$ cat src/plfs_pkg.sv
`default_nettype none

package plfs_pkg;

    localparam int POS_W   = 12;
    localparam int SPEED_W = 8;
    localparam int ERR_W   = 13;
    localparam int DERIV_W = 14;
    localparam int D9_W    = 18;
    localparam int SUM_W   = 32;
    localparam int QP_W    = 9;
    localparam int QI_W    = 19;
    localparam int QD_W    = 14;
    localparam int CORR_W  = 21;
    localparam int CFG_IDX_W  = 1;
    localparam int CFG_DATA_W = 12;

    // register indexes
    localparam logic [CFG_IDX_W-1:0] REG_SETPOINT  = 1'd0;
    localparam logic [CFG_IDX_W-1:0] REG_MAX_SPEED = 1'd1;

    localparam logic [POS_W-1:0]   SETPOINT_RESET  = 12'd2000;
    localparam logic [SPEED_W-1:0] MAX_SPEED_RESET = 8'd255;

    localparam logic [SUM_W-1:0] SUM_MAX = 32'h7FFF_FFFF;
    localparam logic [SUM_W-1:0] SUM_MIN = 32'h8000_0000;

    // Reciprocals for truncating division of magnitudes.
    // x/10   = (x * 6554) >> 16           exact for x < 2^14
    // x/5    = (x * 209716) >> 20         exact for x < 2^17 (x = 9*deriv)
    // x/6000 = ((x >> 4) * 366503876) >> 37, exact for x <= 2^31
    localparam logic [12:0] P_RECIP = 13'd6554;
    localparam int          P_SHIFT = 16;
    localparam logic [17:0] D_RECIP = 18'd209716;
    localparam int          D_SHIFT = 20;
    localparam logic [28:0] I_RECIP = 29'd366503876;
    localparam int          I_SHIFT = 37;

    // error stage -> divide stage
    typedef struct packed {
        logic [ERR_W-1:0] err;
        logic [D9_W-1:0]  d9;
        logic [SUM_W-1:0] sum;
    } err_item_t;

    // divide stage -> mix stage (quotient magnitudes and signs)
    typedef struct packed {
        logic            p_neg;
        logic [QP_W-1:0] qp;
        logic            i_neg;
        logic [QI_W-1:0] qi;
        logic            d_neg;
        logic [QD_W-1:0] qd;
    } quot_item_t;

endpackage

`default_nettype wire

$ cat src/plfs_if.sv
`default_nettype none

interface plfs_sample_if import plfs_pkg::*; ();
    logic             valid;
    logic             ready;
    logic [POS_W-1:0] position;

    modport source (output valid, output position, input ready);
    modport sink   (input valid, input position, output ready);
endinterface

interface plfs_speed_if import plfs_pkg::*; ();
    logic               valid;
    logic               ready;
    logic [SPEED_W-1:0] left_speed;
    logic [SPEED_W-1:0] right_speed;

    modport source (output valid, output left_speed, output right_speed, input ready);
    modport sink   (input valid, input left_speed, input right_speed, output ready);
endinterface

`default_nettype wire

$ cat src/plfs_err_stage.sv
`default_nettype none

module plfs_err_stage import plfs_pkg::*;
(
    input  wire logic             clk,
    input  wire logic             rst_n,
    plfs_sample_if.sink           sample,
    input  wire logic [POS_W-1:0] setpoint,
    input  wire logic             down_ready,
    output logic                  item_valid,
    output err_item_t             item
);

    logic             s1_valid_reg;
    logic [POS_W-1:0] pos_reg;
    logic             s2_valid_reg;
    err_item_t        item_reg;
    logic [ERR_W-1:0] prev_err_reg;
    logic [SUM_W-1:0] sum_reg;

    logic             s2_ready;
    logic             s1_ready;
    logic             advance;
    logic [ERR_W-1:0]   err;
    logic [DERIV_W-1:0] deriv;
    logic [D9_W-1:0]    d9;
    logic [SUM_W:0]     sum_wide;
    logic [SUM_W-1:0]   sum_next;

    assign s2_ready = !s2_valid_reg || down_ready;
    assign s1_ready = !s1_valid_reg || s2_ready;
    assign sample.ready = s1_ready;
    assign advance = s1_valid_reg && s2_ready;

    // error always fits 13 signed bits
    assign err   = {1'b0, pos_reg} - {1'b0, setpoint};
    assign deriv = {err[ERR_W-1], err} - {prev_err_reg[ERR_W-1], prev_err_reg};
    assign d9    = {deriv[DERIV_W-1], deriv, 3'b000}
                 + {{(D9_W-DERIV_W){deriv[DERIV_W-1]}}, deriv};

    assign sum_wide = {sum_reg[SUM_W-1], sum_reg}
                    + {{(SUM_W+1-ERR_W){err[ERR_W-1]}}, err};

    always_comb
    begin
        if (sum_wide[SUM_W] != sum_wide[SUM_W-1])
        begin
            sum_next = sum_wide[SUM_W] ? SUM_MIN : SUM_MAX;
        end
        else
        begin
            sum_next = sum_wide[SUM_W-1:0];
        end
    end

    always_ff @(posedge clk or negedge rst_n)
    begin
        if (!rst_n)
        begin
            s1_valid_reg <= 1'b0;
            s2_valid_reg <= 1'b0;
            prev_err_reg <= '0;
            sum_reg      <= '0;
        end
        else
        begin
            if (s1_ready)
            begin
                s1_valid_reg <= sample.valid;
            end
            if (s2_ready)
            begin
                s2_valid_reg <= s1_valid_reg;
            end
            if (advance)
            begin
                prev_err_reg <= err;
                sum_reg      <= sum_next;
            end
        end
    end

    always_ff @(posedge clk)
    begin
        if (s1_ready && sample.valid)
        begin
            pos_reg <= sample.position;
        end
        if (advance)
        begin
            item_reg.err <= err;
            item_reg.d9  <= d9;
            item_reg.sum <= sum_next;
        end
    end

    assign item_valid = s2_valid_reg;
    assign item       = item_reg;

endmodule

`default_nettype wire

$ cat src/plfs_div_stage.sv
`default_nettype none

module plfs_div_stage import plfs_pkg::*;
(
    input  wire logic      clk,
    input  wire logic      rst_n,
    input  wire logic      up_valid,
    input  wire err_item_t up_item,
    output logic           up_ready,
    input  wire logic      down_ready,
    output logic           item_valid,
    output quot_item_t     item
);

    logic       valid_reg;
    quot_item_t item_reg;
    quot_item_t item_next;

    logic [ERR_W-1:0] err_abs;
    logic [D9_W-1:0]  d9_abs;
    logic [SUM_W-1:0] sum_abs;
    logic [24:0]      p_prod;
    logic [34:0]      d_prod;
    logic [56:0]      i_prod;

    assign up_ready = !valid_reg || down_ready;

    assign err_abs = up_item.err[ERR_W-1] ? (~up_item.err + 1'b1) : up_item.err;
    assign d9_abs  = up_item.d9[D9_W-1]   ? (~up_item.d9 + 1'b1)  : up_item.d9;
    assign sum_abs = up_item.sum[SUM_W-1] ? (~up_item.sum + 1'b1) : up_item.sum;

    assign p_prod = {13'b0, err_abs[ERR_W-2:0]} * {12'b0, P_RECIP};
    assign d_prod = {18'b0, d9_abs[D9_W-2:0]} * {17'b0, D_RECIP};
    assign i_prod = {29'b0, sum_abs[SUM_W-1:4]} * {28'b0, I_RECIP};

    always_comb
    begin
        item_next.p_neg = up_item.err[ERR_W-1];
        item_next.qp    = p_prod[P_SHIFT +: QP_W];
        item_next.d_neg = up_item.d9[D9_W-1];
        item_next.qd    = d_prod[D_SHIFT +: QD_W];
        item_next.i_neg = up_item.sum[SUM_W-1];
        item_next.qi    = i_prod[I_SHIFT +: QI_W];
    end

    always_ff @(posedge clk or negedge rst_n)
    begin
        if (!rst_n)
        begin
            valid_reg <= 1'b0;
        end
        else if (up_ready)
        begin
            valid_reg <= up_valid;
        end
    end

    always_ff @(posedge clk)
    begin
        if (up_ready && up_valid)
        begin
            item_reg <= item_next;
        end
    end

    assign item_valid = valid_reg;
    assign item       = item_reg;

endmodule

`default_nettype wire

$ cat src/plfs_mix_stage.sv
`default_nettype none

module plfs_mix_stage import plfs_pkg::*;
(
    input  wire logic               clk,
    input  wire logic               rst_n,
    input  wire logic               up_valid,
    input  wire quot_item_t         up_item,
    output logic                    up_ready,
    input  wire logic [SPEED_W-1:0] max_speed,
    plfs_speed_if.source            speed
);

    logic               valid_reg;
    logic [SPEED_W-1:0] left_reg;
    logic [SPEED_W-1:0] right_reg;
    logic [SPEED_W-1:0] left_next;
    logic [SPEED_W-1:0] right_next;

    logic signed [CORR_W-1:0] tp;
    logic signed [CORR_W-1:0] ti;
    logic signed [CORR_W-1:0] td;
    logic signed [CORR_W-1:0] corr;
    logic signed [CORR_W-1:0] lim;
    logic signed [CORR_W-1:0] corr_clamped;
    logic signed [CORR_W-1:0] left_wide;
    logic signed [CORR_W-1:0] right_wide;

    assign up_ready = !valid_reg || speed.ready;

    always_comb
    begin
        tp = $signed({{(CORR_W-QP_W){1'b0}}, up_item.qp});
        ti = $signed({{(CORR_W-QI_W){1'b0}}, up_item.qi});
        td = $signed({{(CORR_W-QD_W){1'b0}}, up_item.qd});
        if (up_item.p_neg)
        begin
            tp = -tp;
        end
        if (up_item.i_neg)
        begin
            ti = -ti;
        end
        if (up_item.d_neg)
        begin
            td = -td;
        end
        corr = tp + ti + td;
        lim  = $signed({{(CORR_W-SPEED_W){1'b0}}, max_speed});

        if (corr > lim)
        begin
            corr_clamped = lim;
        end
        else if (corr < -lim)
        begin
            corr_clamped = -lim;
        end
        else
        begin
            corr_clamped = corr;
        end

        // negative correction slows the left wheel, otherwise the right one
        if (corr_clamped < 0)
        begin
            left_wide  = lim + corr_clamped;
            right_wide = lim;
        end
        else
        begin
            left_wide  = lim;
            right_wide = lim - corr_clamped;
        end
        left_next  = left_wide[SPEED_W-1:0];
        right_next = right_wide[SPEED_W-1:0];
    end

    always_ff @(posedge clk or negedge rst_n)
    begin
        if (!rst_n)
        begin
            valid_reg <= 1'b0;
        end
        else if (up_ready)
        begin
            valid_reg <= up_valid;
        end
    end

    always_ff @(posedge clk)
    begin
        if (up_ready && up_valid)
        begin
            left_reg  <= left_next;
            right_reg <= right_next;
        end
    end

    assign speed.valid       = valid_reg;
    assign speed.left_speed  = left_reg;
    assign speed.right_speed = right_reg;

endmodule

`default_nettype wire

$ cat src/pid_line_follow_steering.sv
`default_nettype none

// PID steering for a differential-drive line follower. Each item on
// "sample" is a line position (nominally 0..4000); each produces exactly one
// item on "speed" with the left and right wheel drives. The correction is
// err/10 + integral/6000 + 9*deriv/5 (each term truncated toward zero),
// clamped to +/-max_speed; a negative correction slows the left wheel,
// otherwise the right wheel slows. The integral saturates at the signed
// 32-bit limits. The pipeline is four registered stages (input register,
// error/integral update, constant dividers, mix/clamp output register), and
// a new item is accepted every cycle while the output is not stalled;
// throughput is set by the error/integral update, which closes the only
// feedback loop. Each stage keeps its own valid bit, so bubbles are
// squeezed out on an output stall.
// Configuration (setpoint at index 0, max_speed at index 1) is written via
// cfg_we/cfg_index/cfg_data and must only change while the block is idle.
// Reset values: setpoint 2000, max_speed 255, integral and previous error 0.

module pid_line_follow_steering import plfs_pkg::*;
(
    input  wire logic                  clk,
    input  wire logic                  rst_n,
    plfs_sample_if.sink                sample,
    plfs_speed_if.source               speed,
    input  wire logic                  cfg_we,
    input  wire logic [CFG_IDX_W-1:0]  cfg_index,
    input  wire logic [CFG_DATA_W-1:0] cfg_data
);

    logic [POS_W-1:0]   setpoint_reg;
    logic [SPEED_W-1:0] max_speed_reg;

    // stage 2 -> 3 and 3 -> 4 links
    logic       err_valid;
    err_item_t  err_item;
    logic       div_ready;
    logic       quot_valid;
    quot_item_t quot_item;
    logic       mix_ready;

    // config registers
    always_ff @(posedge clk or negedge rst_n)
    begin
        if (!rst_n)
        begin
            setpoint_reg  <= SETPOINT_RESET;
            max_speed_reg <= MAX_SPEED_RESET;
        end
        else if (cfg_we)
        begin
            unique case (cfg_index)
                REG_SETPOINT:  setpoint_reg  <= cfg_data[POS_W-1:0];
                REG_MAX_SPEED: max_speed_reg <= cfg_data[SPEED_W-1:0];
                default:       ;
            endcase
        end
    end

    // input register + error, derivative, saturating integral
    plfs_err_stage u_err (
        .clk        (clk),
        .rst_n      (rst_n),
        .sample     (sample),
        .setpoint   (setpoint_reg),
        .down_ready (div_ready),
        .item_valid (err_valid),
        .item       (err_item)
    );

    // three truncating divisions by reciprocal multiply
    plfs_div_stage u_div (
        .clk        (clk),
        .rst_n      (rst_n),
        .up_valid   (err_valid),
        .up_item    (err_item),
        .up_ready   (div_ready),
        .down_ready (mix_ready),
        .item_valid (quot_valid),
        .item       (quot_item)
    );

    // sum, clamp, wheel split, output register
    plfs_mix_stage u_mix (
        .clk       (clk),
        .rst_n     (rst_n),
        .up_valid  (quot_valid),
        .up_item   (quot_item),
        .up_ready  (mix_ready),
        .max_speed (max_speed_reg),
        .speed     (speed)
    );

`ifndef SYNTH
    // only one wheel is ever slowed
    assert property (@(posedge clk) disable iff (!rst_n)
        speed.valid |-> (speed.left_speed == max_speed_reg
                         || speed.right_speed == max_speed_reg))
        else $error("both wheels below max_speed");

    // input side only backs up when every stage is full and output stalls
    assert property (@(posedge clk) disable iff (!rst_n)
        !sample.ready |-> (speed.valid && !speed.ready))
        else $error("input stalled with room in the pipeline");

    // zero max_speed forces both wheels to zero
    assert property (@(posedge clk) disable iff (!rst_n)
        (speed.valid && max_speed_reg == '0)
            |-> (speed.left_speed == '0 && speed.right_speed == '0))
        else $error("nonzero speed with zero max_speed");
`endif

endmodule

`default_nettype wire

$ cat src/flat_wrapper.sv
// flat-port wrapper written by rule: the top's interface ports become plain ports
module pid_line_follow_steering_flat import plfs_pkg::*;
  (clk, rst_n, cfg_we, cfg_index, cfg_data, sample_valid, sample_position, sample_ready, speed_valid, speed_left_speed, speed_right_speed, speed_ready);
  plfs_sample_if sample_i ();
  plfs_speed_if speed_i ();
  input  wire logic clk;
  input  wire logic rst_n;
  input  wire logic cfg_we;
  input  wire logic [CFG_IDX_W-1:0] cfg_index;
  input  wire logic [CFG_DATA_W-1:0] cfg_data;
  input wire logic [$bits(sample_i.valid)-1:0] sample_valid;
  input wire logic [$bits(sample_i.position)-1:0] sample_position;
  output wire logic [$bits(sample_i.ready)-1:0] sample_ready;
  output wire logic [$bits(speed_i.valid)-1:0] speed_valid;
  output wire logic [$bits(speed_i.left_speed)-1:0] speed_left_speed;
  output wire logic [$bits(speed_i.right_speed)-1:0] speed_right_speed;
  input wire logic [$bits(speed_i.ready)-1:0] speed_ready;
  assign sample_i.valid = sample_valid;
  assign sample_i.position = sample_position;
  assign sample_ready = sample_i.ready;
  assign speed_valid = speed_i.valid;
  assign speed_left_speed = speed_i.left_speed;
  assign speed_right_speed = speed_i.right_speed;
  assign speed_i.ready = speed_ready;
  pid_line_follow_steering u_core (.clk(clk), .rst_n(rst_n), .sample(sample_i), .speed(speed_i), .cfg_we(cfg_we), .cfg_index(cfg_index), .cfg_data(cfg_data));
endmodule
$ cat config.mk
export PLATFORM = sky130hd
export DESIGN_NAME = pid_line_follow_steering_flat
export DESIGN_NICKNAME = d
export VERILOG_FILES = /design/src/plfs_pkg.sv /design/src/plfs_if.sv /design/src/plfs_err_stage.sv /design/src/plfs_div_stage.sv /design/src/plfs_mix_stage.sv /design/src/pid_line_follow_steering.sv /design/src/flat_wrapper.sv
export SDC_FILE = /design/constraint.sdc
export NUM_CORES = 2
export LEC_CHECK = 0
export ABC_AREA = 0
export BUFFER_PORTS_ARGS = -buffer_cell sky130_fd_sc_hd__buf_2
export CAP_MARGIN = 20
export CORE_MARGIN = 8
export CORE_UTILIZATION = 36
export DETAILED_ROUTE_END_ITERATION = 10
export GPL_TIMING_DRIVEN = 0
export PLACE_DENSITY_LB_ADDON = 0.08
export SETUP_SLACK_MARGIN = 0.1
export SLEW_MARGIN = 5
export SYNTH_ARGS = -nofsm -noshare
export SYNTH_HDL_FRONTEND = slang
export SYNTH_SLANG_ARGS = --single-unit
$ cat constraint.sdc
create_clock -name clk -period 27.6 [get_ports clk]
set_input_delay 1.38 -clock clk [delete_from_list [all_inputs] [get_ports clk]]
set_output_delay 1.38 -clock clk [all_outputs]
set_load 0.05 [all_outputs]
Word level (Yosys, flattened, before mapping)
Cells that the tools add are included.
Storage, ports and cells
  register bits: 205
  latch bits: 0
  bits in writable memories: 0
  memory bits (read-only): 0
  input bits: 30
  output and inout bits: 18
  logic and storage cells: 72
  memories kept: 0
Operators by class
  $add $sub $neg: 15
  $mul: 3
  div/mod/pow operators: 0
  $lt $le $gt $ge: 3
  equal/unequal tests: 1
  shifts and indexed selects: 0
  mux-type cells: 12
  bitwise logic cells: 4
  reduce and logical (&&, ||, !) cells: 14
Operators with widths (count)
  2-to-1 mux 21 bit: 5
  2-to-1 mux 32 bit: 3
  multiplier 28 x 27 -> 54 bit (second input constant): 1
  adder 21 bit: 2
  adder 32 x 13 -> 33 bit: 1
  adder 32 x 1 -> 32 bit (second input constant): 1
  multiplier 17 x 16 -> 32 bit (second input constant): 1
  inverter 32 bit: 1
  multiplier 12 x 12 -> 24 bit (second input constant): 1
  greater-than comparator 21 x 9 -> 1 bit: 1
  less-than comparator 21 x 1 -> 1 bit (second input constant): 1
  less-than comparator 21 bit: 1
  negator 14 -> 21 bit: 1
  negator 19 -> 21 bit: 1
  negator 8 -> 21 bit: 1
  negator 9 -> 21 bit: 1
  adder 17 x 14 -> 18 bit: 1
  adder 17 x 1 -> 17 bit (second input constant): 1
  2-to-1 mux 17 bit: 1
  inverter 17 bit: 1
  2-to-1 mux 8 bit: 2
  subtractor 13 x 13 -> 14 bit: 1
  subtractor 12 x 12 -> 13 bit: 1
  adder 12 x 1 -> 12 bit (second input constant): 1
  10 further kinds: 20

Longest topological paths before layout
  word-level depth: 9
  mapped depth: 39
  gate-level depth less buffers: 37

Cells and area by module
From an unflattened synthesis, not the netlist that was laid out.
Unflattened totals
  cell total of the unflattened synthesis: 3667
  area, all modules: 36032.1 um2
Modules (own cells, without submodules)
  plfs_div_stage: instances 1, cells each 2206, area each 22325.2 um2, seq. area each 1376.3 um2
  plfs_err_stage: instances 1, cells each 847, area each 8194.1 um2, seq. area each 3428.3 um2
  plfs_mix_stage: instances 1, cells each 571, area each 4692.0 um2, seq. area each 505.5 um2
  pid_line_follow_steering: instances 1, cells each 43, area each 820.8 um2, seq. area each 518.0 um2

Worst setup path before layout
No wires, ideal clock.
  kind: reg-to-reg
  from: register u_core.u_err.item_reg, in the netlist u_core.u_err.item[3]
  to: register u_core.u_div.item_reg, in the netlist u_core.u_div.item[32] (data pin)
  setup time: 0.258 ns
  arrival: 8.611 ns
  data required time: 27.342 ns
  slack: 18.731 ns
  cell stages (with the launch flop): 30
  path buffers: 0
  clock period less this slack: 8.869 ns
  path through: edfxtp_1 or4_1 nor4b_1 nand4b_1 nand3b_1 nor3_1 nor2b_1 xnor2_1 inv_1 fa_1 inv_1 fa_1 inv_1 ha_1 fa_1 fa_1 fa_1 inv_1 fa_1 inv_1 ha_1 and4_1 nor4bb_1 nand2_1 a2111oi_0 o21a_1 o21ai_0 a31oi_1 a21oi_1 xnor2_1
On the way
  word-level cells in the longest chain between the ends: 4
RTL lines
  start, declared: line plfs_err_stage.sv:17  | err_item_t item_reg;
  inverter 32 bit: line plfs_div_stage.sv:30  | assign sum_abs = up_item.sum[SUM_W-1] ? (~up_item.sum + 1'b1) : up_item.sum;
  adder 32 x 1 -> 32 bit: line plfs_div_stage.sv:30
  2-to-1 mux 32 bit: line plfs_div_stage.sv:30
  multiplier 28 x 27 -> 54 bit: line plfs_div_stage.sv:34  | assign i_prod = {29'b0, sum_abs[SUM_W-1:4]} * {28'b0, I_RECIP};
  named net u_core.u_div.i_prod[54]: line plfs_div_stage.sv:24  | logic [56:0] i_prod;
  end signal, assigned: line plfs_div_stage.sv:62  | item_reg <= item_next;
  end, declared: line plfs_div_stage.sv:16  | quot_item_t item_reg;
The timed path passes the listed nets, and every way through them passes these cells.
A chain may end at the register's enable or synchronous reset.

Worst setup path after layout
  from: register u_core.u_err.item_reg, in the netlist u_core.u_err.item[5]
  to: register u_core.u_div.item_reg, in the netlist u_core.u_div.item[32] (data pin)
On the way
  word-level cells in the longest chain between the ends: 4
RTL lines (line)
  inverter 32 bit: plfs_div_stage.sv:30
  adder 32 x 1 -> 32 bit: plfs_div_stage.sv:30
  2-to-1 mux 32 bit *: plfs_div_stage.sv:30
  multiplier 28 x 27 -> 54 bit *: plfs_div_stage.sv:34
  named net u_core.u_div.i_prod[54]: plfs_div_stage.sv:24
Mark *: on every way through the listed nets, which the timed path passes. The rest lies on a longest branch.

==> summary.md <==
| Metric | Value |
|---|---|
| Status | completed |
| Tmin final | 11.00 ns |
| Initial antenna violation count | 8 |
| Vias in the first global route | 25376 |
| TritonCTS Buffers | 27 |
| Final instance area | 38400 µm² |
| Die Y | 328 µm |
| Post-DP Area | 37500 µm² |
| Crit-path most repeated cell | fa_1 |
| Gpl congestion | 0.884 |
| Max Freq | 90.9 MHz |
| Number of synthesized register bits | 205 |
| Mapped Cells | 3505 |
| Final Cycle Share | 0.398 |
| Routed WL | 94200 µm |
| Worst min path class | flip-flop to flip-flop |
| First-pass GRT wire length | 148000 µm |
| Total negative slack | 0 ns |
| Final core utilization | 0.398 |
| Drt via density | 4.84 |
| Pin count of the biggest net entering global routing | 53 |
| Clock Skews | 0.0312 ns |
| Layout area overhead | 9.67% |
| Post-Syn Nets | 4638 |
| CP peak stage delay | 0.78 ns |
| Commonest non-fill, non-tap cell in the layout | inv_1 |
| Clock transition at the registers of the reported paths | 0.06 ns |
| Most frequent cells in the layout | 811 x inv_1, 635 x ha_1, 468 x fa_1, 149 x o21ai_0, 143 x a21oi_1 |
| Residual DRC | 0 |
| 1st-iter DRT viols | 906 |
| Slew Viols, Final | 0 |
| All-Layer GR Usage | 0.177 |
| RSZ-0062 raised after global routing | false |
| Nets | 4745 |
| Syn Area/Cell | 9.99 µm² |
| Startpoint Class | flip-flop |
| Clock tree buffer depth | 3 |
| Synth warn | 0 |
| Critical Path RT | 27.91 ns |
| CP Capture Type | flip-flop |
| Ys flop type | edfxtp_1 |
| CTS Hold Bufs | 0 |
| Cell at the slowest stage of the critical path | xnor2_1 |
| Async SR Flop Fraction | 0.337 |
| Netlist cell types | 83 |
| Antenna Cells | 0 |
| Initial Util | 0.363 |
| Die width | 328 µm |
| Data arrival time of the critical path | 11.30 ns |
| Relative slew slack | 0.309 |
| Overflow after GRT | 0 |
| Rows | 114 |
| Die ar. | 107000 µm² |
| Boundary Pins | 48 |
| Core box area | 96600 µm² |
| CTS tree | done |
| Post-synthesis sequential area ratio | 0.166 |
| Worst path bufs/invs | 6 |
| Hold Fails Final Rpt | 0 |
| Max reg flops | 63 |
| DP HPWL | 83100 µm |
| WL/cell | 19.2 µm |
| Antenna violation net count after detailed routing | 0 |
| CTS Root Cell | clkbuf_16 |
| Postcts setup bufs | 0 |
| Layout cells sized above 1 | 0.0650 |
| Vias | 23747 |
| Endpoints failing setup | 0 |
| TritonRoute pass-1 iters | 5 |
| CTS sink cnt | 205 |
| EDFF count, synth | 136 |
| CTS resizes | 0 |
| Max Cap Viol | 0 |
| H-Tree Depth | 1 |
| Kind of critical path | flip-flop to flip-flop |
| PortBufs | 47 |
| Actual slew at the worst max-slew pin | 1.01 ns |
| Critical-path maximum fanout | 10 |
| Worst skew pair latency | 0.58 ns |
| Post-Syn Area | 35000 µm² |
| CP top delay family | adder cells |
metal layers:
layer,vias to the layer above,track usage,routed length [µm]
li1,11802,-,-
met1,11585,0.241,44300
met2,264,0.297,43900
met3,96,0.0160,2720
met4,0,0.0506,3220
met5,-,0,0
kinds of logic after synthesis:
logic type / after synthesis / share of synthesized area
compound gates: 566 / 0.103
xor+xnor: 223 / 0.0558
fa+ha+maj: 1103 / 0.495
buf+inv: 857 / 0.0926
flops: 205 / 0.166
mux: 49 / 0.0158
simple gates: 502 / 0.0716
tightest hold or removal path, delay by kind of cell (launching register included):
| family | cells | cell delay, ns |
|---|---|---|
| AO/OA/AOI/OAI | 1 | 0.05 |
| AND/OR/NAND/NOR | 1 | 0.05 |
| flip-flops | 1 | 0.35 |
area by class of cell:
| class | count | area, µm² |
|---|---|---|
| flip-flops and latches | 205 | 5830 |
| inverters | 812 | 3050 |
| multi-input cells | 2443 | 26200 |
| well taps | 1276 | 1600 |
| plain buffers | 45 | 196 |
| clock buffers | 36 | 719 |
| fillers | 9719 | 58200 |
| repair buffers | 78 | 648 |
| clock inverters | 14 | 181 |
synth_stat cells (all sizes together) (55+ instances only):
master,n,area share
inv,811,0.087
ha,635,0.23
fa,468,0.27
o21ai,160,0.023
a21oi,144,0.021
xnor2,144,0.036
nand2,139,0.015
edfxtp,136,0.12
nor2,120,0.013
xor2,79,0.020
a21o,61,0.013
dfrtp,55,0.039
metrics by stage:
step | cells | hold slack (ns) | setup WS, ns
5_1_grt | 4909 | 0.522 | 15.70
4_1_cts | 4909 | 0.496 | 16.47
3_5_place_dp | 4859 | 0.478 | 16.53
6_report | 4909 | 0.491 | 16.60
2_1_floorplan | 3505 | 0.424 | 18.73
3_3_place_gp | 4828 | 0.476 | 15.30
final timing paths:
path,startpoint,cells after the start,end,slack (ns)
setup / recovery,u_core.u_err.item[5],30,u_core.u_div.item[32],16.60
hold / removal,u_core.u_err.sum_reg[2],2,u_core.u_err.sum_reg[2],0.49
setup reg to reg,u_core.u_err.item[5],30,u_core.u_div.item[32],16.60
hold reg to reg,u_core.u_err.sum_reg[2],2,u_core.u_err.sum_reg[2],0.49
max in group asynchronous,rst_n,2,u_core.max_speed_reg[2],26.23
min in group asynchronous,rst_n,1,u_core.u_err.sum_reg[18],0.70
Power is left out: the tool's default activity adds up to more than one toggle a clock period on the data nets, which glitch-free logic cannot reach.
